File: config.mk
export PLATFORM = sky130hd
export DESIGN_NAME = bsh_div
export DESIGN_NICKNAME = d
export VERILOG_FILES = /design/src/rtl/core/bsh_pkg.sv /design/src/rtl/core/bsh_div.sv
export SDC_FILE = /design/constraint.sdc
export NUM_CORES = 1
export LEC_CHECK = 0
export ABC_CLOCK_PERIOD_IN_PS = 15200
export BUFFER_PORTS_ARGS = -buffer_cell sky130_fd_sc_hd__buf_4
export CORE_MARGIN = 2
export CORE_UTILIZATION = 30
export DETAILED_ROUTE_END_ITERATION = 12
export PLACE_DENSITY = 0.51
export SLEW_MARGIN = 20
export SYNTH_ARGS = -nofsm -noshare
export SYNTH_HDL_FRONTEND = slang
export SYNTH_SLANG_ARGS = --single-unit
File: constraint.sdc
create_clock -name clk_i -period 15.2 [get_ports clk_i]
set_input_delay 4.56 -clock clk_i [delete_from_list [all_inputs] [get_ports clk_i]]
set_output_delay 4.56 -clock clk_i [all_outputs]
set_load 0.01 [all_outputs]
File: src/rtl/core/bsh_pkg.sv
// Shared types, constants and helper functions for the bilayer splay histogram unit
`timescale 1ns / 1ps
package bsh_pkg;

  localparam int POS_W   = 25;
  localparam int DIFF_W  = 26;
  localparam int ORI_W   = 18;
  localparam int SPL_W   = 19;
  localparam int SQ_W    = 52;
  localparam int ROOT_W  = 27;
  localparam int DIST_W  = 24;
  localparam int DIV_W   = 50;
  localparam int KQ_W    = 27;
  localparam int PROD_W  = 52;
  localparam int FRAC    = 16;
  localparam int CNT_W   = 32;
  localparam int BIN_W   = 8;
  localparam int CFG_AW  = 5;
  localparam int APB_DW  = 32;
  localparam int ONE_Q16 = 65536;

  typedef logic signed [POS_W-1:0]  pos_t;
  typedef logic signed [DIFF_W-1:0] diff_t;
  typedef logic signed [ORI_W-1:0]  ori_t;
  typedef logic signed [DIV_W-1:0]  div_t;
  typedef logic [DIV_W-1:0]         udiv_t;
  typedef logic [1:0]               axis_t;
  typedef logic [1:0]               op_t;

  localparam axis_t AX_X = 2'd0;
  localparam axis_t AX_Y = 2'd1;
  localparam axis_t AX_Z = 2'd2;

  localparam op_t OP_MOLECULE = 2'd0;
  localparam op_t OP_READ_BIN = 2'd1;
  localparam op_t OP_CLEAR    = 2'd2;

  localparam logic KIND_FRAME = 1'b0;
  localparam logic KIND_BIN   = 1'b1;

  typedef enum logic [2:0] {
    REG_NORMAL_AXIS,
    REG_MAX_DIST,
    REG_TILT,
    REG_BIN_WIDTH,
    REG_HALF_BINS,
    REG_BOX_X,
    REG_BOX_Y,
    REG_BOX_Z
  } cfg_reg_e;

  typedef struct packed {
    logic [1:0]  normal_axis;
    logic [23:0] max_pair_distance;
    logic [16:0] tilt_threshold;
    logic [23:0] bin_width;
    logic [6:0]  half_bins;
    logic [23:0] box_x;
    logic [23:0] box_y;
    logic [23:0] box_z;
  } cfg_t;

  typedef struct packed {
    op_t              op;
    logic             frame_end;
    pos_t             head_x;
    pos_t             head_y;
    pos_t             head_z;
    pos_t             tail_x;
    pos_t             tail_y;
    pos_t             tail_z;
    logic [BIN_W-1:0] bin_index;
  } in_item_t;

  typedef struct packed {
    pos_t hx;
    pos_t hy;
    pos_t hz;
    ori_t ox;
    ori_t oy;
    ori_t oz;
  } mol_rec_t;

  function automatic pos_t pick_h(mol_rec_t rec, axis_t ax);
    unique case (ax)
      AX_X:    return rec.hx;
      AX_Y:    return rec.hy;
      default: return rec.hz;
    endcase
  endfunction

  function automatic ori_t pick_o(mol_rec_t rec, axis_t ax);
    unique case (ax)
      AX_X:    return rec.ox;
      AX_Y:    return rec.oy;
      default: return rec.oz;
    endcase
  endfunction

  function automatic logic [23:0] pick_box(cfg_t cfg, axis_t ax);
    unique case (ax)
      AX_X:    return cfg.box_x;
      AX_Y:    return cfg.box_y;
      default: return cfg.box_z;
    endcase
  endfunction

  function automatic axis_t next_axis(axis_t ax);
    unique case (ax)
      AX_X:    return AX_Y;
      AX_Y:    return AX_Z;
      default: return AX_X;
    endcase
  endfunction

  function automatic logic [ORI_W-1:0] abs_ori(ori_t v);
    return v[ORI_W-1] ? ORI_W'($unsigned(-v)) : ORI_W'($unsigned(v));
  endfunction

  function automatic logic [CNT_W-1:0] sat_inc(logic [CNT_W-1:0] v);
    return (v == '1) ? v : v + CNT_W'(1);
  endfunction

endpackage

File: src/rtl/core/bsh_div.sv
// Iterative divider, quotient rounded half away from zero, one bit per cycle
`timescale 1ns / 1ps
module bsh_div (
  input  logic          clk_i,
  input  logic          rst_ni,
  input  logic          start_i,
  input  bsh_pkg::div_t num_i,
  input  bsh_pkg::udiv_t den_i,
  output logic          done_o,
  output bsh_pkg::div_t quo_o
);
  import bsh_pkg::*;

  localparam int NW = DIV_W + 1;
  localparam int CW = $clog2(NW + 1);

  logic [NW-1:0] nq_q, dd_q, rem_q, mag, diff;
  logic [NW:0]   rem_sh;
  logic [CW-1:0] cnt_q;
  logic          busy_q, done_q, neg_q, ge;

  assign mag    = num_i[DIV_W-1] ? NW'($unsigned(-num_i)) : NW'($unsigned(num_i));
  assign rem_sh = {rem_q, nq_q[NW-1]};
  assign ge     = rem_sh >= {1'b0, dd_q};
  assign diff   = NW'(rem_sh - {1'b0, dd_q});

  always_ff @(posedge clk_i or negedge rst_ni) begin
    if (!rst_ni) begin
      busy_q <= 1'b0;
      done_q <= 1'b0;
      cnt_q  <= '0;
    end else begin
      done_q <= 1'b0;
      if (start_i) begin
        nq_q   <= (mag << 1) + NW'(den_i);
        dd_q   <= NW'(den_i) << 1;
        rem_q  <= '0;
        neg_q  <= num_i[DIV_W-1];
        cnt_q  <= CW'(NW);
        busy_q <= 1'b1;
      end else if (busy_q) begin
        rem_q <= ge ? diff : rem_sh[NW-1:0];
        nq_q  <= {nq_q[NW-2:0], ge};
        cnt_q <= cnt_q - CW'(1);
        if (cnt_q == CW'(1)) begin
          busy_q <= 1'b0;
          done_q <= 1'b1;
        end
      end
    end
  end

  assign done_o = done_q;
  assign quo_o  = neg_q ? -$signed(DIV_W'(nq_q)) : $signed(DIV_W'(nq_q));

endmodule

* Word level (Yosys, flattened, before mapping)
Cells that the tools add are included.
** Word-level totals
- Flip-flop bits (word level) :: 161
- Input port bits :: 103
- Output and inout bits :: 51
- Word-level logic and storage cells :: 31
** Cells by class
- Add/sub/neg operators :: 5
- Order comparisons :: 1
- Eq/ne operators :: 1
- Muxes and demuxes :: 14
- Reductions and logical operators :: 3
** Operators by type and width (count)
- 51-bit 2-to-1 mux :: 4
- 50-bit 2-to-1 mux :: 2
- 50-bit negation :: 2
- 52-bit by 51-bit greater-or-equal comparator with 1-bit output :: 1
- 51-bit by 50-bit adder with 51-bit output :: 1
- 51-bit subtractor :: 1
- 6-bit 2-to-1 mux :: 2
- 6-bit by 1-bit equality test with 1-bit output, second input constant :: 1
- 1-bit 2-to-1 mux :: 6
- 6-bit by 1-bit subtractor with 6-bit output, second input constant :: 1
- 2-bit AND reduction :: 2
- 2-bit nonzero test :: 1

* Longest topological paths before layout
- Word-level depth :: 4
- Gate-level depth with buffers :: 22
- Mapped depth without buffers :: 22

* Worst setup path after synthesis
Ideal clock, no wire load.
- Path type :: input-to-reg
- Start point :: in num_i[8]
- End point :: reg nq_q[50], data pin
- Library setup time :: 0.260 ns
- Data arrival time :: 9.196 ns
- Data required time :: 14.940 ns
- Setup slack :: 5.744 ns
- Cell stages on the path :: 18
- Path buffers :: 0
- Cells stage by stage :: or4_1 > or4_1 > nand2b_1 > nand2b_1 > or3_1 > nand2b_1 > or4_1 > o31ai_1 > xnor2_1 > ha_1 > and3_1 > nand2_1 > or4b_2 > o211ai_1 > a31oi_1 > o31ai_1 > xor2_1 > mux2_2
** Between the ends
- Longest elaborated chain between the ends :: 4
** Ends and longest elaborated chain
- from (decl) :: line bsh_div.sv:7 : input bsh_pkg::div_t num_i,
- 50-bit negation :: line bsh_div.sv:22 : assign mag = num_i[DIV_W-1] ? NW'($unsigned(-num_i)) : NW'($unsigned(num_i));
- 50-bit 2-to-1 mux * :: line bsh_div.sv:22
- 51-bit by 50-bit adder with 51-bit output * :: line bsh_div.sv:35 : nq_q <= (mag << 1) + NW'(den_i);
- 51-bit 2-to-1 mux * :: line bsh_div.sv:34 : if (start_i) begin
- to (signal assigned) :: line bsh_div.sv:35
- to (signal assigned) :: line bsh_div.sv:43 : nq_q <= {nq_q[NW-2:0], ge};
- to (decl) :: line bsh_div.sv:17 : logic [NW-1:0] nq_q, dd_q, rem_q, mag, diff;
Every way passes the cells marked *; elsewhere a longest branch is shown, timed or not.
A chain may end at the register's enable or synchronous reset.

* Worst setup path after layout
- Start point :: reg nq_q[2]
- End point :: out quo_o[39]
** Between the ends
- Longest elaborated chain between the ends :: 2
** Ends and longest elaborated chain
- 50-bit negation :: line bsh_div.sv:54 : assign quo_o = neg_q ? -$signed(DIV_W'(nq_q)) : $signed(DIV_W'(nq_q));
- 50-bit 2-to-1 mux :: line bsh_div.sv:54
- to (decl) :: line bsh_div.sv:10 : output bsh_pkg::div_t quo_o
No other way between the ends.

==> impl_metrics.yaml <==
global_routing:
  antenna_found_initial: 2
  grt_max_degree: 74
  grt_pass1_wl_mm: 70.4
  grtUsageTotal_pct: 18.0
  grt_overflow: 0
  grt_pass1_vias: 12500
sta:
  rsz0062_at_grt: "false"
  setup_viol: 0
  fmax_mhz: 102
  finalMaxSlewViolations: 0
  slew_headroom_pct: 42.8
  period_share_pct: 64.3
  fin_skew_ns: 0.0102
  fin_crit_ns: 9.77
  setup_tns_ns: 0
  whs_ns: 0.519
  finalHoldViolCount: 0
  worst_pin_slew_ns: 0.847
finish:
  drive_gt1_share_pct: 15.3
  n_antenna_cell: 0
  syn_to_final_growth_pct: 16.1
  final_nets: 1933
critical_path:
  arrival_ns: 5.21
  reg2reg_depth: 12
  critPathLaunchType: "flip-flop"
  r2r_slack_ns: 11.02
  crit_type: "flip-flop to primary output"
  cp_cell_sequence: "or3_1, or4_1, or4_1, or4_1, or3_4, or4_1, nor4_1, nand2_1, o31ai_1, xnor2_1, buf_4"
  crit_required_ns: 10.64
  r2r_start: "rem_q[10]"
  path_common_cell: "or4_1"
  path_delay_family: "simple AND/OR/NAND/NOR gates"
  crit_slowest_cell: "or4_1"
  reg2reg_to: "rem_q[49]"
  crit_buf_inv: 1
  crit_path_end_kind: "primary output"
  cpPeakStageDelay_ns: 0.57
  worst-path-max-fanout: 7
job:
  cap_violations: 0
clocking:
  clk_pin_slew_ns: 0.07
  numClockSinks: 161
  numCtsBuffers: 17
  hold_buffers: 0
  clock_latency_ns: 0.46
  clockBufferDepth: 2
  htree_levels: 4
  root_buffer: "clkbuf_16"
  cts_setup_buffers: 0
  cts_resized: 0
  cts_tree: "built"
yosys:
  synth_edf_count: 153
  synth-adder-area-share_pct: 9.35
  synth_top_family_by_area: "compound AO/OA/AOI/OAI gates"
  syn_area_per_cell_um2: 8.91
  ys_seq_area_share_pct: 33.4
  synth_xor_area_share_pct: 11.5
  async_reset_ff_share_pct: 4.97
  synth_compound_area_share_pct: 22.1
  synthMuxAreaShare_pct: 3.72
  synth_cell_type_count: 66
  ys_ff_latch: 161
  ys.flop_type: "edfxtp_1"
  syn_area_um2: 14300
  synth_nets: 1819
  synth-simple-area-share_pct: 15.9
  synth_cells: 1610
  ys.warnings.count: 0
place:
  gp_congestion: 0.905
  port_buffers: 153
  dp_hpwl_mm: 34.2
die:
  die_area_um2: 49600
  coreArea_um2: 47400
  die_y_um: 223
  initial_core_util_pct: 30.2
  die_w_um: 223
  num_rows: 80
  ios: 154
worst_hold_path:
  hold_path_class: "flip-flop to flip-flop"
  hold_end: "cnt_q[5]"
  min_path_cells: 2
  worstHoldStart: "cnt_q[5]"
drt:
  drt_iter0_drc: 588
  vias: 12400
  viasPerCell: 5.27
  wl_per_cell_um: 18.6
  first_pass_iters: 5
  ant_nets: 0
  drcViolationCount: 0
  finalWirelength_mm: 43.7
power_and_ir_drop:
  power_leakage_uw: 0.00654
  ir_drop_mv: 0.0584
  cellPowerDensity_nw_per_um2: 110
outcome:
  status: "completed"
[how the worst max path moves through the flow]
stage,depth (start not counted),from,slack [ns],end
finish,11,nq_q[2],5.43,quo_o[39]
global route,19,num_i[8],5.15,nq_q[50]
CTS,11,nq_q[2],5.37,quo_o[39]
detailed placement,19,num_i[8],5.03,nq_q[50]
global placement,19,num_i[8],5.07,nq_q[50]
floorplan,18,num_i[8],5.74,nq_q[50]
[cells in the mapped netlist, drive strengths merged (27+ instances only)]
| cell type | instances | area share, % |
|---|---|---|
| nand2 | 175 | 4.6 |
| nand2b | 27 | 1.2 |
| ha | 104 | 9.1 |
| a21o | 48 | 2.5 |
| edfxtp | 153 | 32 |
| o21ai | 103 | 3.6 |
| mux2 | 42 | 3.3 |
| o31ai | 36 | 1.9 |
| nand4 | 27 | 1.2 |
| clkbuf | 66 | 1.8 |
| xnor2 | 156 | 9.5 |
| a21oi | 127 | 4.4 |
| nor2 | 108 | 2.8 |
| inv | 84 | 2.2 |
| a311oi | 29 | 1.8 |
| xor2 | 32 | 2.0 |
[stage by stage]
stage               cell area [µm²]  worst slack [ns]  instances  total power, µW  utilization [%]
global route                  16600              5.15       2352             1960             35.1
floorplan                     14300              5.74       1610             1160                -
finish                        16600              5.43       2352             1830             35.1
CTS                           16600              5.37       2352             1850             35.1
detailed placement            16100              5.03       2320             1400             33.9
global placement              16100              5.07       2320             1400             33.9
[worst min-delay path, delay by kind of cell (launching register included)]
family | cells | cell delay, ns
xor gates and xnor gates | 1 | 0.07
DFF | 1 | 0.36
and+or+nand+nor | 1 | 0.06
[layer usage]
| layer | track usage [%] | vias up | share of wire (%) |
|---|---|---|---|
| li1 | - | 6198 | - |
| met1 | 24.4 | 5895 | 48 |
| met2 | 29.2 | 239 | 46 |
| met3 | 3.05 | 53 | 3.4 |
| met4 | 5.41 | 4 | 2.2 |
| met5 | 0 | - | 0.064 |
[area by class of cell]
type | count | area, µm²
repair buffers | 163 | 1220
clock buffers | 20 | 437
inverters | 85 | 319
flip-flops and latches | 161 | 4800
multi-input cells | 1296 | 8970
well taps | 615 | 769
clock inverters | 12 | 135
fillers | 4966 | 30800
[placed cells by master, fill, tap and decap left out, drive strengths merged, types with 18 or more instances in the layout]
cell type and instances:
o41ai 19, nand4 27, nand2b 27, o21bai 23, a211oi 19, or4 26
nand3 26, edfxtp 153, inv 86, o21ai 103, o31ai 36, a21o 48
nor3 18, buf 163, mux2 42, a311oi 29, xnor2 156, a21oi 127
clkbuf 20, xor2 32, nand2 175, ha 104, nor2 108
[cells by family after synthesis]
group / count (synthesis)
compound gates: 483
xor+xnor: 188
fa+ha+maj: 106
buf+inv: 153
flops: 161
mux: 48
simple gates: 471
[power by group]
part	internal (µW)	total (µW)	leakage [µW]	switching, µW
logic	340	777	0.00468	437
registers	567	622	0.00159	54.7
clock network	242	434	0.000269	192
total	1150	1830	0.00654	684
[sequential cells by signal (all words and copies together), names as in the netlist]
| signal | flops |
|---|---|
| dd_q | 50 |
| rem_q | 51 |
| neg_q | 1 |
| done_o | 1 |
| busy_q | 1 |
| cnt_q | 6 |
| nq_q | 51 |
(Power assumes the default switching activity.)
