===== config.mk =====
export PLATFORM = sky130hd
export DESIGN_NAME = bsh_sqrt
export DESIGN_NICKNAME = d
export VERILOG_FILES = /design/src/rtl/core/bsh_pkg.sv /design/src/rtl/core/bsh_sqrt.sv
export SDC_FILE = /design/constraint.sdc
export NUM_CORES = 1
export LEC_CHECK = 0
export ABC_AREA = 1
export BUFFER_PORTS_ARGS = -buffer_cell sky130_fd_sc_hd__buf_2
export CORE_UTILIZATION = 59
export CTS_BUF_LIST = sky130_fd_sc_hd__clkbuf_4 sky130_fd_sc_hd__clkbuf_8
export DETAILED_ROUTE_END_ITERATION = 16
export PLACE_DENSITY = 0.82
export SKIP_CTS_REPAIR_TIMING = 1
export SYNTH_ARGS = -nofsm -noshare
export SYNTH_HDL_FRONTEND = slang
export SYNTH_SLANG_ARGS = --single-unit

===== constraint.sdc =====
create_clock -name clk_i -period 6.51 [get_ports clk_i]
set_input_delay 0.651 -clock clk_i [delete_from_list [all_inputs] [get_ports clk_i]]
set_output_delay 0.651 -clock clk_i [all_outputs]
set_load 0.02 [all_outputs]

===== src/rtl/core/bsh_pkg.sv =====
// Shared types, constants and helper functions for the bilayer splay histogram unit
`timescale 1ns / 1ps
package bsh_pkg;

  localparam int POS_W   = 25;
  localparam int DIFF_W  = 26;
  localparam int ORI_W   = 18;
  localparam int SPL_W   = 19;
  localparam int SQ_W    = 52;
  localparam int ROOT_W  = 27;
  localparam int DIST_W  = 24;
  localparam int DIV_W   = 50;
  localparam int KQ_W    = 27;
  localparam int PROD_W  = 52;
  localparam int FRAC    = 16;
  localparam int CNT_W   = 32;
  localparam int BIN_W   = 8;
  localparam int CFG_AW  = 5;
  localparam int APB_DW  = 32;
  localparam int ONE_Q16 = 65536;

  typedef logic signed [POS_W-1:0]  pos_t;
  typedef logic signed [DIFF_W-1:0] diff_t;
  typedef logic signed [ORI_W-1:0]  ori_t;
  typedef logic signed [DIV_W-1:0]  div_t;
  typedef logic [DIV_W-1:0]         udiv_t;
  typedef logic [1:0]               axis_t;
  typedef logic [1:0]               op_t;

  localparam axis_t AX_X = 2'd0;
  localparam axis_t AX_Y = 2'd1;
  localparam axis_t AX_Z = 2'd2;

  localparam op_t OP_MOLECULE = 2'd0;
  localparam op_t OP_READ_BIN = 2'd1;
  localparam op_t OP_CLEAR    = 2'd2;

  localparam logic KIND_FRAME = 1'b0;
  localparam logic KIND_BIN   = 1'b1;

  typedef enum logic [2:0] {
    REG_NORMAL_AXIS,
    REG_MAX_DIST,
    REG_TILT,
    REG_BIN_WIDTH,
    REG_HALF_BINS,
    REG_BOX_X,
    REG_BOX_Y,
    REG_BOX_Z
  } cfg_reg_e;

  typedef struct packed {
    logic [1:0]  normal_axis;
    logic [23:0] max_pair_distance;
    logic [16:0] tilt_threshold;
    logic [23:0] bin_width;
    logic [6:0]  half_bins;
    logic [23:0] box_x;
    logic [23:0] box_y;
    logic [23:0] box_z;
  } cfg_t;

  typedef struct packed {
    op_t              op;
    logic             frame_end;
    pos_t             head_x;
    pos_t             head_y;
    pos_t             head_z;
    pos_t             tail_x;
    pos_t             tail_y;
    pos_t             tail_z;
    logic [BIN_W-1:0] bin_index;
  } in_item_t;

  typedef struct packed {
    pos_t hx;
    pos_t hy;
    pos_t hz;
    ori_t ox;
    ori_t oy;
    ori_t oz;
  } mol_rec_t;

  function automatic pos_t pick_h(mol_rec_t rec, axis_t ax);
    unique case (ax)
      AX_X:    return rec.hx;
      AX_Y:    return rec.hy;
      default: return rec.hz;
    endcase
  endfunction

  function automatic ori_t pick_o(mol_rec_t rec, axis_t ax);
    unique case (ax)
      AX_X:    return rec.ox;
      AX_Y:    return rec.oy;
      default: return rec.oz;
    endcase
  endfunction

  function automatic logic [23:0] pick_box(cfg_t cfg, axis_t ax);
    unique case (ax)
      AX_X:    return cfg.box_x;
      AX_Y:    return cfg.box_y;
      default: return cfg.box_z;
    endcase
  endfunction

  function automatic axis_t next_axis(axis_t ax);
    unique case (ax)
      AX_X:    return AX_Y;
      AX_Y:    return AX_Z;
      default: return AX_X;
    endcase
  endfunction

  function automatic logic [ORI_W-1:0] abs_ori(ori_t v);
    return v[ORI_W-1] ? ORI_W'($unsigned(-v)) : ORI_W'($unsigned(v));
  endfunction

  function automatic logic [CNT_W-1:0] sat_inc(logic [CNT_W-1:0] v);
    return (v == '1) ? v : v + CNT_W'(1);
  endfunction

endpackage


===== src/rtl/core/bsh_sqrt.sv =====
// Iterative square root rounded to nearest, two radicand bits per cycle
`timescale 1ns / 1ps
module bsh_sqrt (
  input  logic                       clk_i,
  input  logic                       rst_ni,
  input  logic                       start_i,
  input  logic [bsh_pkg::SQ_W-1:0]   val_i,
  output logic                       done_o,
  output logic [bsh_pkg::ROOT_W-1:0] root_o
);
  import bsh_pkg::*;

  logic [SQ_W-1:0]   v_q, r_q, bit_q, trial;
  logic [ROOT_W-1:0] root_q;
  logic              busy_q, fin_q, done_q;

  assign trial = r_q + bit_q;

  always_ff @(posedge clk_i or negedge rst_ni) begin
    if (!rst_ni) begin
      busy_q <= 1'b0;
      fin_q  <= 1'b0;
      done_q <= 1'b0;
    end else begin
      done_q <= 1'b0;
      fin_q  <= 1'b0;
      if (start_i) begin
        v_q    <= val_i;
        r_q    <= '0;
        bit_q  <= SQ_W'(1) << (SQ_W - 2);
        busy_q <= 1'b1;
      end else if (busy_q) begin
        if (v_q >= trial) begin
          v_q <= v_q - trial;
          r_q <= (r_q >> 1) + bit_q;
        end else begin
          r_q <= r_q >> 1;
        end
        bit_q <= bit_q >> 2;
        if (bit_q == SQ_W'(1)) begin
          busy_q <= 1'b0;
          fin_q  <= 1'b1;
        end
      end else if (fin_q) begin
        root_q <= ROOT_W'(r_q) + ROOT_W'(v_q > r_q);
        done_q <= 1'b1;
      end
    end
  end

  assign done_o = done_q;
  assign root_o = root_q;

endmodule


======== Word level (Yosys, flattened, before mapping) ========
Cells that the tools add are included.
W data, S select, Z words.
storage, ports and cells
  register bits ........................... 186
  latch bits .............................. 0
  bits in writable memories ............... 0
  ROM bits ................................ 0
  bits of input ports ..................... 55
  output and inout bits ................... 28
  memories ................................ 0
cells by class
  add/sub/neg operators ................... 4
  $mul .................................... 0
  div/mod/pow operators ................... 0
  magnitude comparators ................... 2
  equality and inequality tests ........... 1
  shift operators ......................... 0
  multiplexer cells ....................... 15
  bitwise operators ....................... 2
  reduce and logical (&&, ||, !) cells .... 4
operators by type and width
  kind                   count
  $mux W52               6
  $add A51 B52 Y52       1
  $add A52 B52 Y52       1
  $eq A52 B1 Y1 const B  1
  $ge A52 B52 Y1         1
  $gt A52 B52 Y1         1
  $sub A52 B52 Y52       1
  $add A27 B1 Y27        1
  $mux W1                9
  $reduce_and A4 Y1      1
  $reduce_bool A2 Y1     2
  $reduce_and A3 Y1      1
  $not A1 Y1             2

======== Logic depth before layout (Yosys ltp) ========
Gate-level depths: netlist of the first run.
  depth in word-level cells ............... 5
  gate-level depth with buffers ........... 29
  depth with buffers taken out ............ 28

======== Least setup slack after synthesis of the first run ========
OpenSTA, ideal clock, no wires.
  kind .................................... register to register
  start point ............................. register r_q[2]
  end point ............................... register v_q[0], enable pin
  setup time .............................. 0.479 ns
  arrival time ............................ 6.064 ns
  required time ........................... 6.031 ns
  path slack .............................. -0.032 ns
  stages on the path, launching flop included .. 22
  cells stage by stage .................... edfxtp_1 ha_1 a21oi_1 nand2_1 a21boi_0 o21ai_0 nand2_1 nand2_1 nand3_1 nand3_1 nand2_1 nand2_1 ha_1 nand4_1 nor3_4 inv_2 nor2_1 nand2_2 nand3_4 buf_6 nand2_1 a21oi_1
on the way
  longest elaborated chain between the ends .. 4
RTL lines
  element                       line            text
  start, declared               bsh_sqrt.sv:13  logic [SQ_W-1:0] v_q, r_q, bit_q, trial;
  start signal, assigned        bsh_sqrt.sv:35  r_q <= (r_q >> 1) + bit_q;
  start signal, assigned        bsh_sqrt.sv:37  r_q <= r_q >> 1;
  $add A52 B52 Y52              bsh_sqrt.sv:17  assign trial = r_q + bit_q;
  $ge A52 B52 Y1                bsh_sqrt.sv:33  if (v_q >= trial) begin
  $reduce_bool A2 Y1 (no line)  -
  $reduce_and A3 Y1 (no line)   -
  end signal, assigned          bsh_sqrt.sv:28  v_q <= val_i;
  end signal, assigned          bsh_sqrt.sv:34  v_q <= v_q - trial;
  end, declared                 bsh_sqrt.sv:13
Every way passes these cells.
A chain may end at the register's enable or synchronous reset.

======== Final worst setup path of the first run ========
  start point ............................. register r_q[2]
  end point ............................... register r_q[19] (data pin)
on the way
  longest elaborated chain between the ends .. 4
  elaborated cells between the ends (all ways) .. 5
RTL lines
  element           line            text
  $add A52 B52 Y52  bsh_sqrt.sv:17
  $ge A52 B52 Y1    bsh_sqrt.sv:33
  $mux W52 *        bsh_sqrt.sv:33
  $mux W52 *        bsh_sqrt.sv:32  end else if (busy_q) begin
Every way passes the cells marked *; elsewhere a longest branch is shown, timed or not.

==> results.tsv, run 1 <==
metric	value	unit
status	finished, violations left	
violations	capacitance limit, slew limit	
cp.required	6780	ps
finalCritPeriodShare	84.7	%
reg2reg_from	r_q[2]	
gr-usage-met2	68.1	%
slowest_delay	640	ps
syn_inst	3468	
tightest_slew	1580	ps
setup_viol	0	
hpwl	68.7	mm
relSlewSlack	-6.30	%
synth_ff_type	edfxtp_1	
final_hold_viol_count	0	
drt_iter0_markers	2755	
crit_type	reg2reg	
max_freq	181	MHz
drive_above_1_share	4.65	%
use_met1	56.1	%
rows	70	
grt_first_pass_wirelength	125	mm
route.detailed.drc	0	
vias	23900	
port_buffers	82	
met3_usage	7.93	%
critPathArrivalTime	5780	ps
fill_cells	3613	
postRouteAntennaNets	0	
drtPass1Iterations	6	
post-route-min-period	5510	ps
dp.cells	3982	
synth-seq-cells	186	
antenna_cells	0	
globalRouteOverflowTotal	0	
final_common_cell	nand2_1	
slew_violations	3	
core	36600	um2
clock_sinks	186	
root_buffer	clkbuf_8	
wl_per_cell	20.7	um
finalClockSkew	27.6	ps
crit_chain	ha_1 > nand3_1 > nand2_1 > a21boi_0 > o21ai_0 > nand2_1 > nand2_1 > nand4_1 > nand3_1 > nand2_1 > ha_1 > nand2_1 > nand2_1 > nand2_1 > nand2_1 > a21oi_1 > nand2_1 > a21oi_4 > buf_4 > nand4_1 > nand3_1 > o21ai_1	
initial_core_util	60.1	%
avgSynthCellArea	6.34	um2
busiest_layer	met2	
netlist-cell-type-count	44	
crit_fanout	48	
grt_max_degree	82	
clk_pin_slew	120	ps
clk_latency	540	ps
yosys_warnings	0	
cts_tree	built	
antenna_found_initial	0	
synth_seq_area_share	25.3	%
mostFrequentLayoutCells	nand2_1, inv_1, nor2_1	
cts_max_level	4	
viasPerCell	5.95	
slowest_stage	o21ai_0	
end_kind	flop	
stdcell_count	4014	
startpoint	r_q[2]	
die_area	38000	um2
grt_pass1_vias	22500	
cts.path.max_buffers	2	
hp-class	in2async	
rsz0062_at_grt	false	
dieHeight	195	um
num_io_pins	83	
synthArstFlopShare	1.61	%
multi_input_area	13900	um2
synth_edf_count	183	
register_area	5570	um2
syn_nets	3734	
tns	0	ps
cts_made_buffers	17	
syn_area	22000	um2
crit_top_cell	nand2_1	
routabilityCongestion	1.04	
drv_cap	1	
critPathLaunchType	flop	
nets	3799	
die_w	195	um
area_growth	6.04	%
drt-total-wl	83.1	mm
track_usage	43.6	%
==> worst max-delay path: cells and delay by family (launching register included) <==
family	cells	cell delay [ps]
adders and majority gates	2	770
buffers and inverters	1	530
AOI/OAI and AO/OA	5	1490
and+or+nand+nor	14	1910
DFF	1	510
==> layer usage <==
| layer | up-vias | routed length, um | share of wire [%] |
|---|---|---|---|
| met5 | - | 0 | 0 |
| met1 | 10800 | 33400 | 40 |
| met2 | 1395 | 35900 | 43 |
| met3 | 242 | 8230 | 9.9 |
| li1 | 11500 | - | - |
| met4 | 0 | 5570 | 6.7 |
==> stage by stage <==
stage          util [%]  hold slack, ps  worst slack, ps  area [um2]
2_1_floorplan         -             355             1020       22000
3_3_place_gp       62.6             514             1150       22900
3_5_place_dp       62.6             527             1180       22900
4_1_cts            63.7            55.7             1140       23300
5_1_grt            63.7            78.9              734       23300
6_report           63.7            85.5              996       23300
==> Yosys cell counts, types with 5 or more instances <==
cell type  count  area (um2)
nand2_1     1054        3960
inv_1        600        2250
nor2_1       309        1160
nand3_1      257        1290
a21oi_1      209        1050
ha_1         208        2600
edfxtp_1     183        5500
o21ai_0      121         606
nand4_1       93         582
xor2_1        56         490
nor3_1        51         255
o22ai_1       50         313
xnor2_1       47         412
clkbuf_1      38         143
o21bai_1      29         218
o21ai_1       26         130
nor4_1        22         138
nand3b_1      15         113
or2_2         15        93.8
o21a_1        11        82.6
and2_1         8        50.1
a21boi_0       6        45.0
a21o_1         6        45.0
a31oi_1        6        37.5
inv_2          6        22.5
nor2_2         6        37.5
buf_2          5        25.0
==> sequential cells by signal, summed over array words and instances (netlist names) <==
name	count
bit_q	52
r_q	52
v_q	52
root_o	27
busy_q	1
done_o	1
fin_q	1
==> final cells by class <==
cell class,count,area share [%]
Inverter,606,9.75
Clock buffer,17,1.00
Multi-Input combinational cell,2625,59.8
Clock inverter,15,0.740
Sequential cell,186,23.9
Timing Repair Buffer,97,2.31
Tap cell,468,2.51
==> worst paths after layout <==
path,endpoint,slack [ps],depth (start not counted)
max,r_q[19],1000,22
min,done_o,90,1
max reg2reg,r_q[19],1000,22
min reg2reg,done_o,550,2
max in group asynchronous,fin_q,6100,1
min in group clk_i,v_q[5],370,3
==> logic make-up (layout without fill, tap and decap cells) <==
logic type	after synthesis	count (layout)	share of synthesized area (%)
and+or+nand+nor	1838	1838	35.3
buffers and inverters	657	735	11.4
AOI/OAI and AO/OA	473	473	11.8
adders and majority gates	211	211	12.1
DFF	186	186	25.3
xor gates and xnor gates	103	103	4.10
Power of run 1 is left out: the tool's default activity adds up to more than one toggle a clock period on the data nets, which glitch-free logic cannot reach.
==> run 2: changes to the inputs <==
CORE_UTILIZATION = 61   (was 59)
PLACE_DENSITY = 0.81   (was 0.82)
clock period = 5.2 ns   (was 6.51 ns; I/O delays follow)
==> run 2 against run 1 <==
  * Largest cell class unchanged
  * Sequential share of layout area is 0.092 points lower
  * Global-route usage increased by 2.5 points
  * Routed wire length grew 1.6%
  * Register-to-register slack got worse by 830 ps
  * Maximum frequency is 9.6% higher
  * Critical path depth is 1 lower
  * Count of clock-buffer cells in the layout up 1
  * Non-clock buffer count rose by 8
  * First-iteration DRC count is 13% higher
  * Via count is 2.5% higher
  * The run now ends clean
  * Worst setup slack worse by 830 ps
  * Final cell count about the same
==> results.tsv, run 2 (same netlist as run 1, synthesis figures left out) <==
metric	value	unit	change
status	completed		
hpwl	68.3	mm	-0.55%
cp.required	5510	ps	-1270 ps
holdWs	218	ps	+133 ps
max_freq	199	MHz	+9.6%
final_hold_viol_count	0		unchanged
mostFrequentLayoutCells	nand2_1, inv_1, nor2_1		
reg2reg_depth	21		-4.5%
clk_pin_slew	130	ps	about the same
fill_cells	3259		-9.8%
finalCritPeriodShare	96.7	%	+12 points
finalClockSkew	28.4	ps	+0.750 ps
setup_viol	0		unchanged
nets	3807		+0.21%
hold_end	v_q[25]		
worstHoldStart	val_i[25]		
route.detailed.drc	0		unchanged
grt_first_pass_wirelength	126	mm	+1.6%
rows	69		-1.4%
drt-total-wl	84.4	mm	+1.6%
die_w	192	um	-1.6%
grt_pass1_vias	23000		+2.2%
post-route-cell-area	23400	um2	+0.39%
hp-class	in2reg		
cts_made_buffers	17		unchanged
register_area	5570	um2	unchanged
crit_chain	ha_1 > inv_1 > o21ai_0 > a31oi_1 > o21ai_0 > a21oi_1 > nand3_1 > xor2_1 > ha_1 > nand2_1 > nor2_2 > nand2_1 > nor3_4 > inv_2 > nor2_1 > nand2_2 > nand3_4 > buf_12 > nand3_1 > nand3_1 > nand2_1		
critPathLaunchType	flop		
rsz0062_at_grt	false		
reg.largest.list	bit_q (52), r_q (52), v_q (52)		
tightest_slew	1020	ps	-559 ps
critPathArrivalTime	5340	ps	-440 ps
hold_path_depth	3		
drv_cap	0		-1
vias	24500		+2.5%
end_kind	flop		
reg2reg_from	r_q[41]		
relSlewSlack	31.9	%	+38 points
num_io_pins	83		unchanged
setup_slack	171	ps	-825 ps
grt_max_degree	82		unchanged
core	35500	um2	-3.1%
viasPerCell	6.10		+2.4%
timing.rr.end	r_q[40]		
clock_sinks	186		unchanged
antenna_cells	0		unchanged
place_ws	374	ps	-809 ps
startpoint	r_q[41]		
cts_max_level	4		unchanged
clk_latency	560	ps	+20 ps
cts_tree	built		
placed_area	23000	um2	+0.35%
root_buffer	clkbuf_8		
cpLargestDelayFamily	simple AND/OR/NAND/NOR gates		
slew_violations	0		-3
crit_buf_inv	3		+2
post-route-min-period	5030	ps	-485 ps
postRouteAntennaNets	0		unchanged
initial_core_util	62.0	%	+1.9 points
port_buffers	82		unchanged
cts.path.max_buffers	2		unchanged
dieHeight	192	um	-1.6%
antenna_found_initial	0		unchanged
crit_type	reg2reg		
area_growth	6.45	%	
multi_input_area	14000	um2	about the same
drtPass1Iterations	7		+1
slowest_delay	510	ps	-130 ps
routabilityCongestion	1.09		+5.0%
drive_above_1_share	4.90	%	+0.24 points
crit_fanout	52		+8.3%
reg2reg_slack	170	ps	-830 ps
track_usage	46.1	%	+2.5 points
drt_iter0_markers	3110		+13%
tns	0	ps	unchanged
die_area	36800	um2	-3.2%
wl_per_cell	21.0	um	+1.5%
final_common_cell	nand2_1		
slowest_stage	edfxtp_1		
globalRouteOverflowTotal	0		unchanged
==> run 2: cell count changes in the layout (fill, tap and decap cells not counted), sizes merged <==
cell | previous run | this run
buf | 97 | 104
clkbuf | 17 | 18
clkinvlp | 1 | 0
dlygate4sd3 | 0 | 1
==> run 2: through the flow <==
step | std cells | util [%]
after floorplan | 3468 | -
after global placement | 3982 | 64.8
after detailed placement | 3982 | 64.8
after CTS | 4014 | 65.9
after global routing | 4015 | 66.0
final | 4015 | 66.0
==> run 2: cell type report <==
type / instances / share of cell area (%)
Clock buffer: 18 / 1.03
Inverter: 606 / 9.72
Tap cell: 461 / 2.46
Sequential cell: 186 / 23.8
Timing Repair Buffer: 105 / 2.73
Multi-Input combinational cell: 2625 / 59.6
Clock inverter: 14 / 0.663
==> run 2: how the worst max path moves through the flow <==
stage | endpoint | slack (ps) | cells after the start
2_1_floorplan | v_q[0] | 320 | 21
3_5_place_dp | r_q[36] | 370 | 27
6_report | r_q[40] | 170 | 21
3_3_place_gp | r_q[36] | 530 | 27
5_1_grt | r_q[36] | 4 | 22
4_1_cts | r_q[36] | 330 | 27
==> run 2: worst min-delay path, cell delays in order <==
cell,delay (ps)
buf_2,70
nand2_1,40
nand2_1,50
==> run 2: routing by layer <==
layer / routed length (um) / global-route usage [%] / part of all wire (%)
met1: 31500 / 57.5 / 37
met2: 36600 / 71.7 / 43
met3: 10300 / 10.5 / 12
met4: 6020 / 28.8 / 7.1
met5: 0 / 0 / 0
Power of run 2 is left out for the same reason.
