--- src/rtl/core/bsh_pkg.sv ---
// Shared types, constants and helper functions for the bilayer splay histogram unit
`timescale 1ns / 1ps
package bsh_pkg;

  localparam int POS_W   = 25;
  localparam int DIFF_W  = 26;
  localparam int ORI_W   = 18;
  localparam int SPL_W   = 19;
  localparam int SQ_W    = 52;
  localparam int ROOT_W  = 27;
  localparam int DIST_W  = 24;
  localparam int DIV_W   = 50;
  localparam int KQ_W    = 27;
  localparam int PROD_W  = 52;
  localparam int FRAC    = 16;
  localparam int CNT_W   = 32;
  localparam int BIN_W   = 8;
  localparam int CFG_AW  = 5;
  localparam int APB_DW  = 32;
  localparam int ONE_Q16 = 65536;

  typedef logic signed [POS_W-1:0]  pos_t;
  typedef logic signed [DIFF_W-1:0] diff_t;
  typedef logic signed [ORI_W-1:0]  ori_t;
  typedef logic signed [DIV_W-1:0]  div_t;
  typedef logic [DIV_W-1:0]         udiv_t;
  typedef logic [1:0]               axis_t;
  typedef logic [1:0]               op_t;

  localparam axis_t AX_X = 2'd0;
  localparam axis_t AX_Y = 2'd1;
  localparam axis_t AX_Z = 2'd2;

  localparam op_t OP_MOLECULE = 2'd0;
  localparam op_t OP_READ_BIN = 2'd1;
  localparam op_t OP_CLEAR    = 2'd2;

  localparam logic KIND_FRAME = 1'b0;
  localparam logic KIND_BIN   = 1'b1;

  typedef enum logic [2:0] {
    REG_NORMAL_AXIS,
    REG_MAX_DIST,
    REG_TILT,
    REG_BIN_WIDTH,
    REG_HALF_BINS,
    REG_BOX_X,
    REG_BOX_Y,
    REG_BOX_Z
  } cfg_reg_e;

  typedef struct packed {
    logic [1:0]  normal_axis;
    logic [23:0] max_pair_distance;
    logic [16:0] tilt_threshold;
    logic [23:0] bin_width;
    logic [6:0]  half_bins;
    logic [23:0] box_x;
    logic [23:0] box_y;
    logic [23:0] box_z;
  } cfg_t;

  typedef struct packed {
    op_t              op;
    logic             frame_end;
    pos_t             head_x;
    pos_t             head_y;
    pos_t             head_z;
    pos_t             tail_x;
    pos_t             tail_y;
    pos_t             tail_z;
    logic [BIN_W-1:0] bin_index;
  } in_item_t;

  typedef struct packed {
    pos_t hx;
    pos_t hy;
    pos_t hz;
    ori_t ox;
    ori_t oy;
    ori_t oz;
  } mol_rec_t;

  function automatic pos_t pick_h(mol_rec_t rec, axis_t ax);
    unique case (ax)
      AX_X:    return rec.hx;
      AX_Y:    return rec.hy;
      default: return rec.hz;
    endcase
  endfunction

  function automatic ori_t pick_o(mol_rec_t rec, axis_t ax);
    unique case (ax)
      AX_X:    return rec.ox;
      AX_Y:    return rec.oy;
      default: return rec.oz;
    endcase
  endfunction

  function automatic logic [23:0] pick_box(cfg_t cfg, axis_t ax);
    unique case (ax)
      AX_X:    return cfg.box_x;
      AX_Y:    return cfg.box_y;
      default: return cfg.box_z;
    endcase
  endfunction

  function automatic axis_t next_axis(axis_t ax);
    unique case (ax)
      AX_X:    return AX_Y;
      AX_Y:    return AX_Z;
      default: return AX_X;
    endcase
  endfunction

  function automatic logic [ORI_W-1:0] abs_ori(ori_t v);
    return v[ORI_W-1] ? ORI_W'($unsigned(-v)) : ORI_W'($unsigned(v));
  endfunction

  function automatic logic [CNT_W-1:0] sat_inc(logic [CNT_W-1:0] v);
    return (v == '1) ? v : v + CNT_W'(1);
  endfunction

endpackage

--- src/rtl/core/bsh_cfg.sv ---
// APB configuration register file
`timescale 1ns / 1ps
module bsh_cfg (
  input  logic                       clk_i,
  input  logic                       rst_ni,
  input  logic                       psel,
  input  logic                       penable,
  input  logic                       pwrite,
  input  logic [bsh_pkg::CFG_AW-1:0] paddr,
  input  logic [bsh_pkg::APB_DW-1:0] pwdata,
  output logic [bsh_pkg::APB_DW-1:0] prdata,
  output logic                       pready,
  output bsh_pkg::cfg_t              cfg_o
);
  import bsh_pkg::*;

  cfg_t     cfg_q;
  cfg_reg_e sel;
  logic     wr;

  assign sel    = cfg_reg_e'(paddr[CFG_AW-1:2]);
  assign wr     = psel && penable && pwrite;
  assign pready = 1'b1;
  assign cfg_o  = cfg_q;

  always_ff @(posedge clk_i or negedge rst_ni) begin
    if (!rst_ni) begin
      cfg_q.normal_axis       <= 2'd2;
      cfg_q.max_pair_distance <= 24'd131072;
      cfg_q.tilt_threshold    <= 17'd32768;
      cfg_q.bin_width         <= 24'd3277;
      cfg_q.half_bins         <= 7'd40;
      cfg_q.box_x             <= 24'd2097152;
      cfg_q.box_y             <= 24'd2097152;
      cfg_q.box_z             <= 24'd2097152;
    end else if (wr) begin
      unique case (sel)
        REG_NORMAL_AXIS: cfg_q.normal_axis       <= pwdata[1:0];
        REG_MAX_DIST:    cfg_q.max_pair_distance <= pwdata[23:0];
        REG_TILT:        cfg_q.tilt_threshold    <= pwdata[16:0];
        REG_BIN_WIDTH:   cfg_q.bin_width         <= pwdata[23:0];
        REG_HALF_BINS:   cfg_q.half_bins         <= pwdata[6:0];
        REG_BOX_X:       cfg_q.box_x             <= pwdata[23:0];
        REG_BOX_Y:       cfg_q.box_y             <= pwdata[23:0];
        REG_BOX_Z:       cfg_q.box_z             <= pwdata[23:0];
      endcase
    end
  end

  always_comb begin
    unique case (sel)
      REG_NORMAL_AXIS: prdata = APB_DW'(cfg_q.normal_axis);
      REG_MAX_DIST:    prdata = APB_DW'(cfg_q.max_pair_distance);
      REG_TILT:        prdata = APB_DW'(cfg_q.tilt_threshold);
      REG_BIN_WIDTH:   prdata = APB_DW'(cfg_q.bin_width);
      REG_HALF_BINS:   prdata = APB_DW'(cfg_q.half_bins);
      REG_BOX_X:       prdata = APB_DW'(cfg_q.box_x);
      REG_BOX_Y:       prdata = APB_DW'(cfg_q.box_y);
      REG_BOX_Z:       prdata = APB_DW'(cfg_q.box_z);
    endcase
  end

endmodule
--- config.mk ---
export PLATFORM = sky130hd
export DESIGN_NAME = bsh_cfg
export DESIGN_NICKNAME = d
export VERILOG_FILES = /design/src/rtl/core/bsh_pkg.sv /design/src/rtl/core/bsh_cfg.sv
export SDC_FILE = /design/constraint.sdc
export NUM_CORES = 1
export LEC_CHECK = 0
export ABC_AREA = 1
export BUFFER_PORTS_ARGS = -buffer_cell sky130_fd_sc_hd__buf_2
export CAP_MARGIN = 15
export CELL_PAD_IN_SITES_DETAIL_PLACEMENT = 1
export CELL_PAD_IN_SITES_GLOBAL_PLACEMENT = 1
export CORE_MARGIN = 3
export CORE_UTILIZATION = 33
export DETAILED_ROUTE_END_ITERATION = 12
export PLACE_DENSITY_LB_ADDON = 0.1
export RECOVER_POWER = 50
export SKIP_CTS_REPAIR_TIMING = 1
export SYNTH_ARGS = -nofsm -noshare
export SYNTH_HDL_FRONTEND = slang
export SYNTH_SLANG_ARGS = --single-unit
--- constraint.sdc ---
create_clock -name clk_i -period 2.4 [get_ports clk_i]
set_clock_uncertainty 0.15 [all_clocks]
set_input_delay 0.72 -clock clk_i [delete_from_list [all_inputs] [get_ports clk_i]]
set_output_delay 0.72 -clock clk_i [all_outputs]
set_load 0.05 [all_outputs]
* Word level (Yosys, flattened, before mapping)
Index checks and enable logic that the tools add are counted.
** Word-level totals
- Register bits after elaboration :: 146
** Operators by class
- Equal/unequal tests :: 7
- Multiplexer cells :: 1
- Reduce and logical (&&, ||, !) cells :: 11
** Operators by type and width (number)
- 32-bit one-hot mux with 8 select lines :: 1
- 2-bit AND reduction :: 8
- 3-bit equality test, second input constant :: 4
- 3-bit by 2-bit equality test with 1-bit output, second input constant :: 2
- 3-bit by 1-bit equality test with 1-bit output, second input constant :: 1
- 3-bit zero test :: 1
- 1-bit logical AND :: 2

* Depth between registers and ports, before layout
Gate-level depths: netlist (run 1).
- Depth in word-level cells :: 3
- Mapped depth :: 8
- Depth with buffers taken out :: 7

* Worst setup path after synthesis (run 1)
No wires, ideal clock.
- Path type :: input to output
- Start point :: input port paddr[3] (netlist name)
- End point :: output port prdata[12] (netlist name)
- Arrival time :: 1891 ps
- Required time :: 1530 ps
- Slack :: -361 ps
- Stages on the path :: 7
- Cells stage by stage :: buf_4 -> inv_2 -> nand3_2 -> clkbuf_1 -> nor2_1 -> a21oi_1 -> nand3_1
** Between the ends
- Longest elaborated chain between the ends :: 2
- Elaborated cells on any way between the ends :: 9
- Classes of those cells :: 7 x eq/ne; 1 x mux; 1 x reduce/logical
** Ends and longest elaborated chain
- start, declared :: RTL line bsh_cfg.sv:9 : input logic [bsh_pkg::CFG_AW-1:0] paddr,
- 3-bit equality test, or another cell as far along :: RTL line bsh_cfg.sv:51 : unique case (sel)
- 32-bit one-hot mux with 8 select lines (*) :: RTL line bsh_cfg.sv:51
- end, declared :: RTL line bsh_cfg.sv:11 : output logic [bsh_pkg::APB_DW-1:0] prdata,
Mark *: on every way between the ends. The rest lies on a longest branch, timed or not. The select of a mux whose other input is x is not followed.

* Worst setup path in the final report (run 1)
- Start point :: input port paddr[2] (netlist name)
- End point :: output port prdata[12] (netlist name)
The elaborated chain is that of the path after synthesis.

==> results of run 1 <==
==> cell families (layout without fill, tap and decap cells) <==
kind of cell,count (synthesis),count (layout),share of synthesized area (%)
buf+inv,148,388,10.2
compound gates,185,185,14.0
other cells,2,9,0.110
simple gates,347,347,21.8
flops,146,146,54.0
==> Yosys cell counts (14+ instances only) <==
library cell	n	area, µm²
nand2_1	202	758
dfrtp_1	131	3280
o21ai_0	109	546
inv_1	84	315
nor2_1	78	293
o21ai_1	44	220
nand4_1	42	263
a21oi_1	24	120
clkbuf_1	22	82.6
buf_4	17	128
dfstp_2	15	394
nand3_1	14	70.1
==> metal layers <==
metal	track usage (%)	wire length [µm]	vias to the layer above
met2	37.1	12100	161
met3	6.45	1570	21
met5	0	7	-
li1	-	-	3127
met1	28.7	10600	3194
met4	5.22	238	2
==> how the worst min path moves through the flow <==
stage | start | endpoint | slack [ns]
2_1_floorplan | rst_ni | cfg_o[0] | 0.27
3_3_place_gp | cfg_o[21] | cfg_o[21] | 0.32
3_5_place_dp | cfg_o[21] | cfg_o[21] | 0.33
4_1_cts | rst_ni | cfg_o[26] | 0.04
5_1_grt | rst_ni | cfg_o[26] | 0.31
6_report | rst_ni | cfg_o[26] | 0.26
==> worst register-to-register path: stages, from the launching register on <==
cell and delay, ns:
dfstp_2 0.59, nand2_1 0.09, o21ai_1 0.11
==> where the power goes <==
part	leakage, nW	switching (W)	internal [W]
combinational	2.83	0.00296	0.000917
clock	0.279	0.00112	0.00160
sequential	1.79	0.000407	0.00300
total	4.90	0.00449	0.00552
==> metrics by stage <==
| stage | TNS, ns | worst slack [ns] |
|---|---|---|
| after floorplan | -2.12 | -0.159 |
| after global placement | -9.88 | -0.469 |
| after detailed placement | -10.27 | -0.478 |
| after CTS | -10.33 | -0.482 |
| after global routing | -7.32 | -0.372 |
| final | -6.10 | -0.325 |
==> final cells by class <==
| cell class | instances | area share [%] |
|---|---|---|
| flip-flops and latches | 146 | 38.0 |
| multi-input cells | 541 | 29.0 |
| repair buffers | 267 | 19.8 |
| clock buffers | 19 | 4.68 |
| inverters | 89 | 3.63 |
| well taps | 265 | 3.43 |
| clock inverters | 13 | 1.55 |
==> impl_metrics.yaml, run 1 <==
timing:
  fin_crit_ns: 2.72
  fmax_ghz: 0.367
  setup-violations-final: 24
  fin_hold_ws_ns: 0.259
  setup_slack_ns: -0.325
  rsz0062_at_grt: "yes"
  relSlewSlack_pct: 34.0
  drv_slew: 0
  period_share_pct: 114
  worst_pin_slew_ns: 0.991
  final-hold-violation-count: 0
routing:
  drtIter0Drc: 223
  drc: 0
  wl_per_cell_um: 18.3
  wl_mm: 24.6
  ant_nets: 0
  drtPass1Iterations: 4
  via_per_inst: 4.85
  vias: 6505
clocking:
  clock_sinks: 146
  htree_levels: 4
  cts_made_buffers: 17
  clockBufferDepth: 2
  cts_tree: "built"
  cts.clk_slew.worst_paths_ns: 0.06
  cts-root-buf: "clkbuf_16"
  clkLatencyLatePin_ns: 0.42
critical_path:
  critical-path-max-stage-delay_ns: 0.27
  r2r-start: "cfg_o[137]"
  worst-path-stages: 8
  cp_top_family: "buffers and inverters"
  r2r_cells: 2
  rrSetupSlack_ns: 1.39
  cp.arrival_ns: 1.85
  end_kind: "output pin"
  critPathMaxFanout: 8
  worst_path_most_repeated_cell: "buf_12"
  crit_type: "in2out"
  cp-start-kind: "input port"
  r2r_end: "cfg_o[137]"
  path_cells: "buf_12, buf_8, nor3_4, clkbuf_16, buf_6, a21oi_4, nand3_4, buf_12"
  critPathBufInv: 5
  required_ns: 1.53
  crit_path_start: "paddr[2]"
  slowest_stage: "nor3_4"
  crit_end: "prdata[12]"
place:
  placed_cells: 1301
  post-dp-hpwl_mm: 17.6
  place_area_mm2: 0.00872
  portBuffers: 201
  gp_congestion: 0.785
layout:
  final_cell_mix: "176 x nand2_1, 173 x buf_2, 131 x dfrtp_1"
  design_area_mm2: 0.00967
  largest_reg_flops: 146
  diodes: 0
  drive_gt1_share_pct: 35.9
  ff_latch_area_mm2: 0.00367
  final_util_pct: 48.7
  nets: 1104
  multi_input_comb_area_mm2: 0.00280
  final_cells: 1340
  fill_cells: 2380
  layout_commonest_cell: "nand2_1"
  areaGrowthSynthToFinish_pct: 42.1
grt:
  grt_usage_pct: 22.2
  grt_max_degree: 49
  antenna_found_initial: 1
  overflow: 0
  grt_pass1_wl_mm: 38.3
  grt_pass1_vias: 6758
logic_synthesis:
  synth_ff_type: "dfrtp_1"
  async_flop_share_pct: 100
  postSynthAreaPerCell_um2: 8.22
  synthCells: 828
  synth-edff-count: 0
  yosysUniqueCellTypes: 27
  seq_area_frac_synth_pct: 54.0
  ys_ff_latch: 146
  yosysWarnings: 0
  synth_area_mm2: 0.00681
worst_hold_path:
  hold_class: "in2async"
die:
  die_area_mm2: 0.0224
  fp.dieW_um: 150
  core_area_mm2: 0.0198
  initial_core_util_pct: 34.3
  fp-row-count: 51
  ioPinCount: 221
  die_y_um: 150
status:
  status: "finished, violations left"
  violations: "setup timing"
power_and_ir_drop:
  p_per_area_mw_per_mm2: 1030
  leakage_nw: 4.90
  power_w: 0.0100
  ir_drop_mv: 0.489
job:
  cap_violations: 0
No activity file was read; power rests on OpenSTA's default activity.
==> inputs of run 2 (changes only) <==
Clock period 2.4 ns to 2.5 ns, I/O delays scaled along.
==> impl_metrics.yaml, run 2 (synthesis results as in run 1) <==
grt:
  grt_max_degree: 51
  grt_pass1_vias: 6758
  grt_usage_pct: 22.3
  antenna_found_initial: 1
  grt_pass1_wl_mm: 38.5
  overflow: 0
layout:
  nets: 1105
  final_cell_mix: "172 x buf_2, 165 x nand2_1, 131 x dfrtp_1"
  drive_gt1_share_pct: 37.6
  design_area_mm2: 0.00994
  areaGrowthSynthToFinish_pct: 46.1
  ff_latch_area_mm2: 0.00367
  fill_cells: 2392
  largest_reg_flops: 146
  diodes: 0
  layout_commonest_cell: "buf_2"
  final_cells: 1341
  multi_input_comb_area_mm2: 0.00282
clocking:
  cts.clk_slew.worst_paths_ns: 0.06
  cts_tree: "built"
  clockBufferDepth: 2
  cts_made_buffers: 17
  htree_levels: 4
  clkLatencyLatePin_ns: 0.42
  cts-root-buf: "clkbuf_16"
  clock_sinks: 146
routing:
  vias: 6627
  wl_per_cell_um: 19.2
  drtIter0Drc: 328
  drc: 0
  wl_mm: 25.8
  drtPass1Iterations: 4
  ant_nets: 0
  via_per_inst: 4.94
die:
  fp.dieW_um: 150
  initial_core_util_pct: 34.3
  die_y_um: 150
  fp-row-count: 51
  ioPinCount: 221
  core_area_mm2: 0.0198
  die_area_mm2: 0.0224
status:
  status: "finished, violations left"
  violations: "setup timing"
worst_hold_path:
  hold_class: "reg2reg"
  hold_path_depth: 2
  min_to: "cfg_o[118]"
  hp-start: "cfg_o[118]"
power_and_ir_drop:
  leakage_nw: 5.05
  ir_drop_mv: 0.461
  power_w: 0.0101
  p_per_area_mw_per_mm2: 1010
critical_path:
  r2r_end: "cfg_o[45]"
  cp-start-kind: "input port"
  required_ns: 1.60
  r2r_cells: 2
  rrSetupSlack_ns: 1.55
  cp.arrival_ns: 1.88
  critPathMaxFanout: 7
  r2r-start: "cfg_o[45]"
  end_kind: "output pin"
  crit_type: "in2out"
timing:
  fin_crit_ns: 2.78
  rsz0062_at_grt: "yes"
  drv_slew: 0
  relSlewSlack_pct: 12.4
  final-hold-violation-count: 0
  setup-violations-final: 24
  fmax_ghz: 0.359
  worst_pin_slew_ns: 1.31
  setup_slack_ns: -0.284
  period_share_pct: 111
place:
  place_area_mm2: 0.00868
  placed_cells: 1297
  gp_congestion: 0.782
  post-dp-hpwl_mm: 17.7
  portBuffers: 201
job:
  cap_violations: 0
[run 2: cell count changes in the layout (fill, tap and decap cells not counted), sizes merged]
cell	before	now
buf	257	250
bufinv	2	7
clkbuf	29	37
clkinv	3	4
clkinvlp	5	1
inv	92	90
[run 2: metrics by stage]
stage	TNS (ns)	util (%)	hold slack, ns	setup WS [ns]
detailed placement	-8.85	43.8	0.333	-0.443
global route	-6.45	50.1	0.359	-0.328
global placement	-8.69	43.8	0.323	-0.433
floorplan	-1.07	-	0.304	-0.119
finish	-5.13	50.1	0.345	-0.284
CTS	-9.07	47.2	0.143	-0.448
[run 2: cell type report]
class                      count  area share [%]
timing repair buffer         268            20.9
tap                          265            3.33
inverter                      89            3.51
multi-input combinational    541            28.4
sequential                   146            36.9
clock buffer                  19            4.35
clock inverter                13            2.59
[run 2: critical path, cell delays in order]
cell and delay (ns):
buf_12 0.12, buf_4 0.13, nand3_4 0.16, buf_12 0.16, o21ai_1 0.06, nor2_1 0.23, nand2_2 0.11, buf_8 0.16
[run 2: where the power goes]
group          switching (W)  internal (W)
Combinational        0.00287      0.000907
Sequential          0.000387       0.00288
Clock                0.00105       0.00198
[run 2: worst max path at each step]
stage / start / endpoint / slack (ns)
after floorplan: paddr[3] / prdata[14] / -0.12
after global placement: paddr[3] / prdata[6] / -0.43
after detailed placement: paddr[3] / prdata[6] / -0.44
after CTS: paddr[3] / prdata[6] / -0.45
after global routing: paddr[4] / prdata[6] / -0.33
final: paddr[4] / prdata[6] / -0.28
[run 2: routing by layer]
| metal | global-route usage (%) | up-vias | routed length [µm] |
|---|---|---|---|
| met3 | 6.39 | 22 | 1470 |
| met1 | 29.2 | 3304 | 11200 |
| met5 | 0 | - | 20 |
| met4 | 4.94 | 2 | 293 |
| met2 | 36.9 | 170 | 12800 |
| li1 | - | 3129 | - |
==> inputs of run 3 (changes only) <==
Settings changed: CORE_ASPECT_RATIO set to 1.25, CORE_UTILIZATION 33 to 37.
Clock period 2.5 ns to 2.6 ns, I/O delays scaled along.
==> impl_metrics.yaml, run 3 (synthesis results as in run 1) <==
status:
  status: "finished, violations left"
  violations: "setup timing"
clocking:
  cts.clk_slew.worst_paths_ns: 0.06
  cts_made_buffers: 17
  htree_levels: 4
  cts-root-buf: "clkbuf_16"
  clockBufferDepth: 2
  clock_sinks: 146
  clkLatencyLatePin_ns: 0.42
  cts_tree: "built"
layout:
  nets: 1095
  fill_cells: 2170
  final_cells: 1290
  largest_reg_flops: 146
  layout_commonest_cell: "nand2_1"
  areaGrowthSynthToFinish_pct: 39.5
  drive_gt1_share_pct: 35.0
  diodes: 0
  final_cell_mix: "177 x nand2_1, 174 x buf_2, 131 x dfrtp_1"
power_and_ir_drop:
  leakage_nw: 4.89
  p_sw_w: 0.00410
  clockPowerShare_pct: 26.5
  ir_drop_mv: 0.492
  p_per_area_mw_per_mm2: 964
  switching_share_pct: 44.7
  pwr-share-seq_pct: 34.4
  p_int_w: 0.00506
  combPwrFrac_pct: 39.0
routing:
  via_per_inst: 5.11
  drc: 0
  vias: 6596
  ant_nets: 0
  drtPass1Iterations: 4
  wl_mm: 25.2
  wl_per_cell_um: 19.6
  drtIter0Drc: 334
timing:
  drv_slew: 0
  final-hold-violation-count: 0
  worst_pin_slew_ns: 1.10
  rsz0062_at_grt: "yes"
  fmax_ghz: 0.358
  setup_slack_ns: -0.195
  setup-violations-final: 24
  period_share_pct: 108
  fin_crit_ns: 2.80
  relSlewSlack_pct: 26.5
critical_path:
  end_kind: "output pin"
  cp-start-kind: "input port"
  crit_type: "in2out"
  required_ns: 1.67
  cp.arrival_ns: 1.87
  r2r_cells: 2
  critPathMaxFanout: 7
grt:
  grt_max_degree: 43
  use_met1_pct: 29.8
  grt_pass1_vias: 6816
  overflow: 0
  grt_pass1_wl_mm: 38.0
  grt_usage_pct: 24.4
  grtUsageMet2_pct: 42.5
  grt_util_met3_pct: 6.38
  antenna_found_initial: 0
  busiest_layer: "met2"
place:
  post-dp-hpwl_mm: 17.4
  gp_congestion: 0.812
  pre_cts_ws_ns: -0.394
  portBuffers: 201
  placed_cells: 1248
die:
  core_area_mm2: 0.0178
  fp.dieW_um: 127
  initial_core_util_pct: 38.3
  ioPinCount: 221
  die_y_um: 158
  die_area_mm2: 0.0201
  fp-row-count: 54
worst_hold_path:
  hold_path_depth: 2
  hold_class: "reg2reg"
job:
  cap_violations: 0
[run 3: changes by cell type in the layout (fill, tap and decap cells not counted), moves of 4 or more]
cell	delta
buf_8	-4
o21ai_2	-4
nor2_2	-6
nand2_4	-4
o21ai_0	+5
nand2_2	-8
bufinv_16	-5
nand2_1	+12
nor2_1	+9
clkbuf_16	-4
clkinv_2	+4
buf_6	+6
[run 3: area by class of cell]
cell class / count / area (µm²) / share of cell area, %
inverter: 89 / 349 / 3.68
multi-input combinational: 541 / 2720 / 28.6
tap: 224 / 280 / 2.95
timing repair buffer: 258 / 1900 / 20.0
clock inverter: 10 / 109 / 1.15
sequential: 146 / 3670 / 38.7
clock buffer: 22 / 464 / 4.89
[run 3: power groups by stage]
stage / sequential (W) / combinational [W] / clock (W)
after floorplan: 0.00474 / 0.000897 / 0
after global placement: 0.00316 / 0.00337 / 0
after detailed placement: 0.00317 / 0.00342 / 0
after CTS: 0.00314 / 0.00343 / 0.00248
after global routing: 0.00322 / 0.00378 / 0.00258
final: 0.00315 / 0.00358 / 0.00243
[run 3: metal layers]
metal	wire length [µm]	part of all wire (%)	vias up
li1	-	-	3112
met1	10300	41	3277
met2	13100	52	177
met3	1400	5.6	30
met4	390	1.5	0
met5	0	0	-
[run 3: metrics by stage]
stage	hold WS (ns)	area (µm²)	setup TNS, ns	total power, W	utilization (%)
6_report	0.345	9500	-3.02	0.00916	53.5
4_1_cts	0.133	9010	-8.51	0.00905	50.7
2_1_floorplan	0.334	7010	-0.649	0.00564	-
3_3_place_gp	0.320	8440	-7.63	0.00653	47.5
3_5_place_dp	0.329	8440	-8.43	0.00659	47.5
5_1_grt	0.363	9500	-5.65	0.00958	53.5
[run 3: worst paths after layout]
kind                            from         end  slack [ns]
min reg2reg                cfg_o[79]   cfg_o[79]        0.34
max reg2reg                cfg_o[45]   cfg_o[45]        1.61
max                         paddr[2]  prdata[22]       -0.20
min                        cfg_o[79]   cfg_o[79]        0.34
max in group asynchronous     rst_ni    cfg_o[4]        0.27
min in group asynchronous     rst_ni   cfg_o[74]        0.41
[run 3: critical path, stage by stage]
cell,delay [ns]
buf_12,0.11
inv_4,0.05
nor3_4,0.24
buf_6,0.16
buf_12,0.14
buf_4,0.11
a21oi_2,0.04
nand2_2,0.08
buf_8,0.15
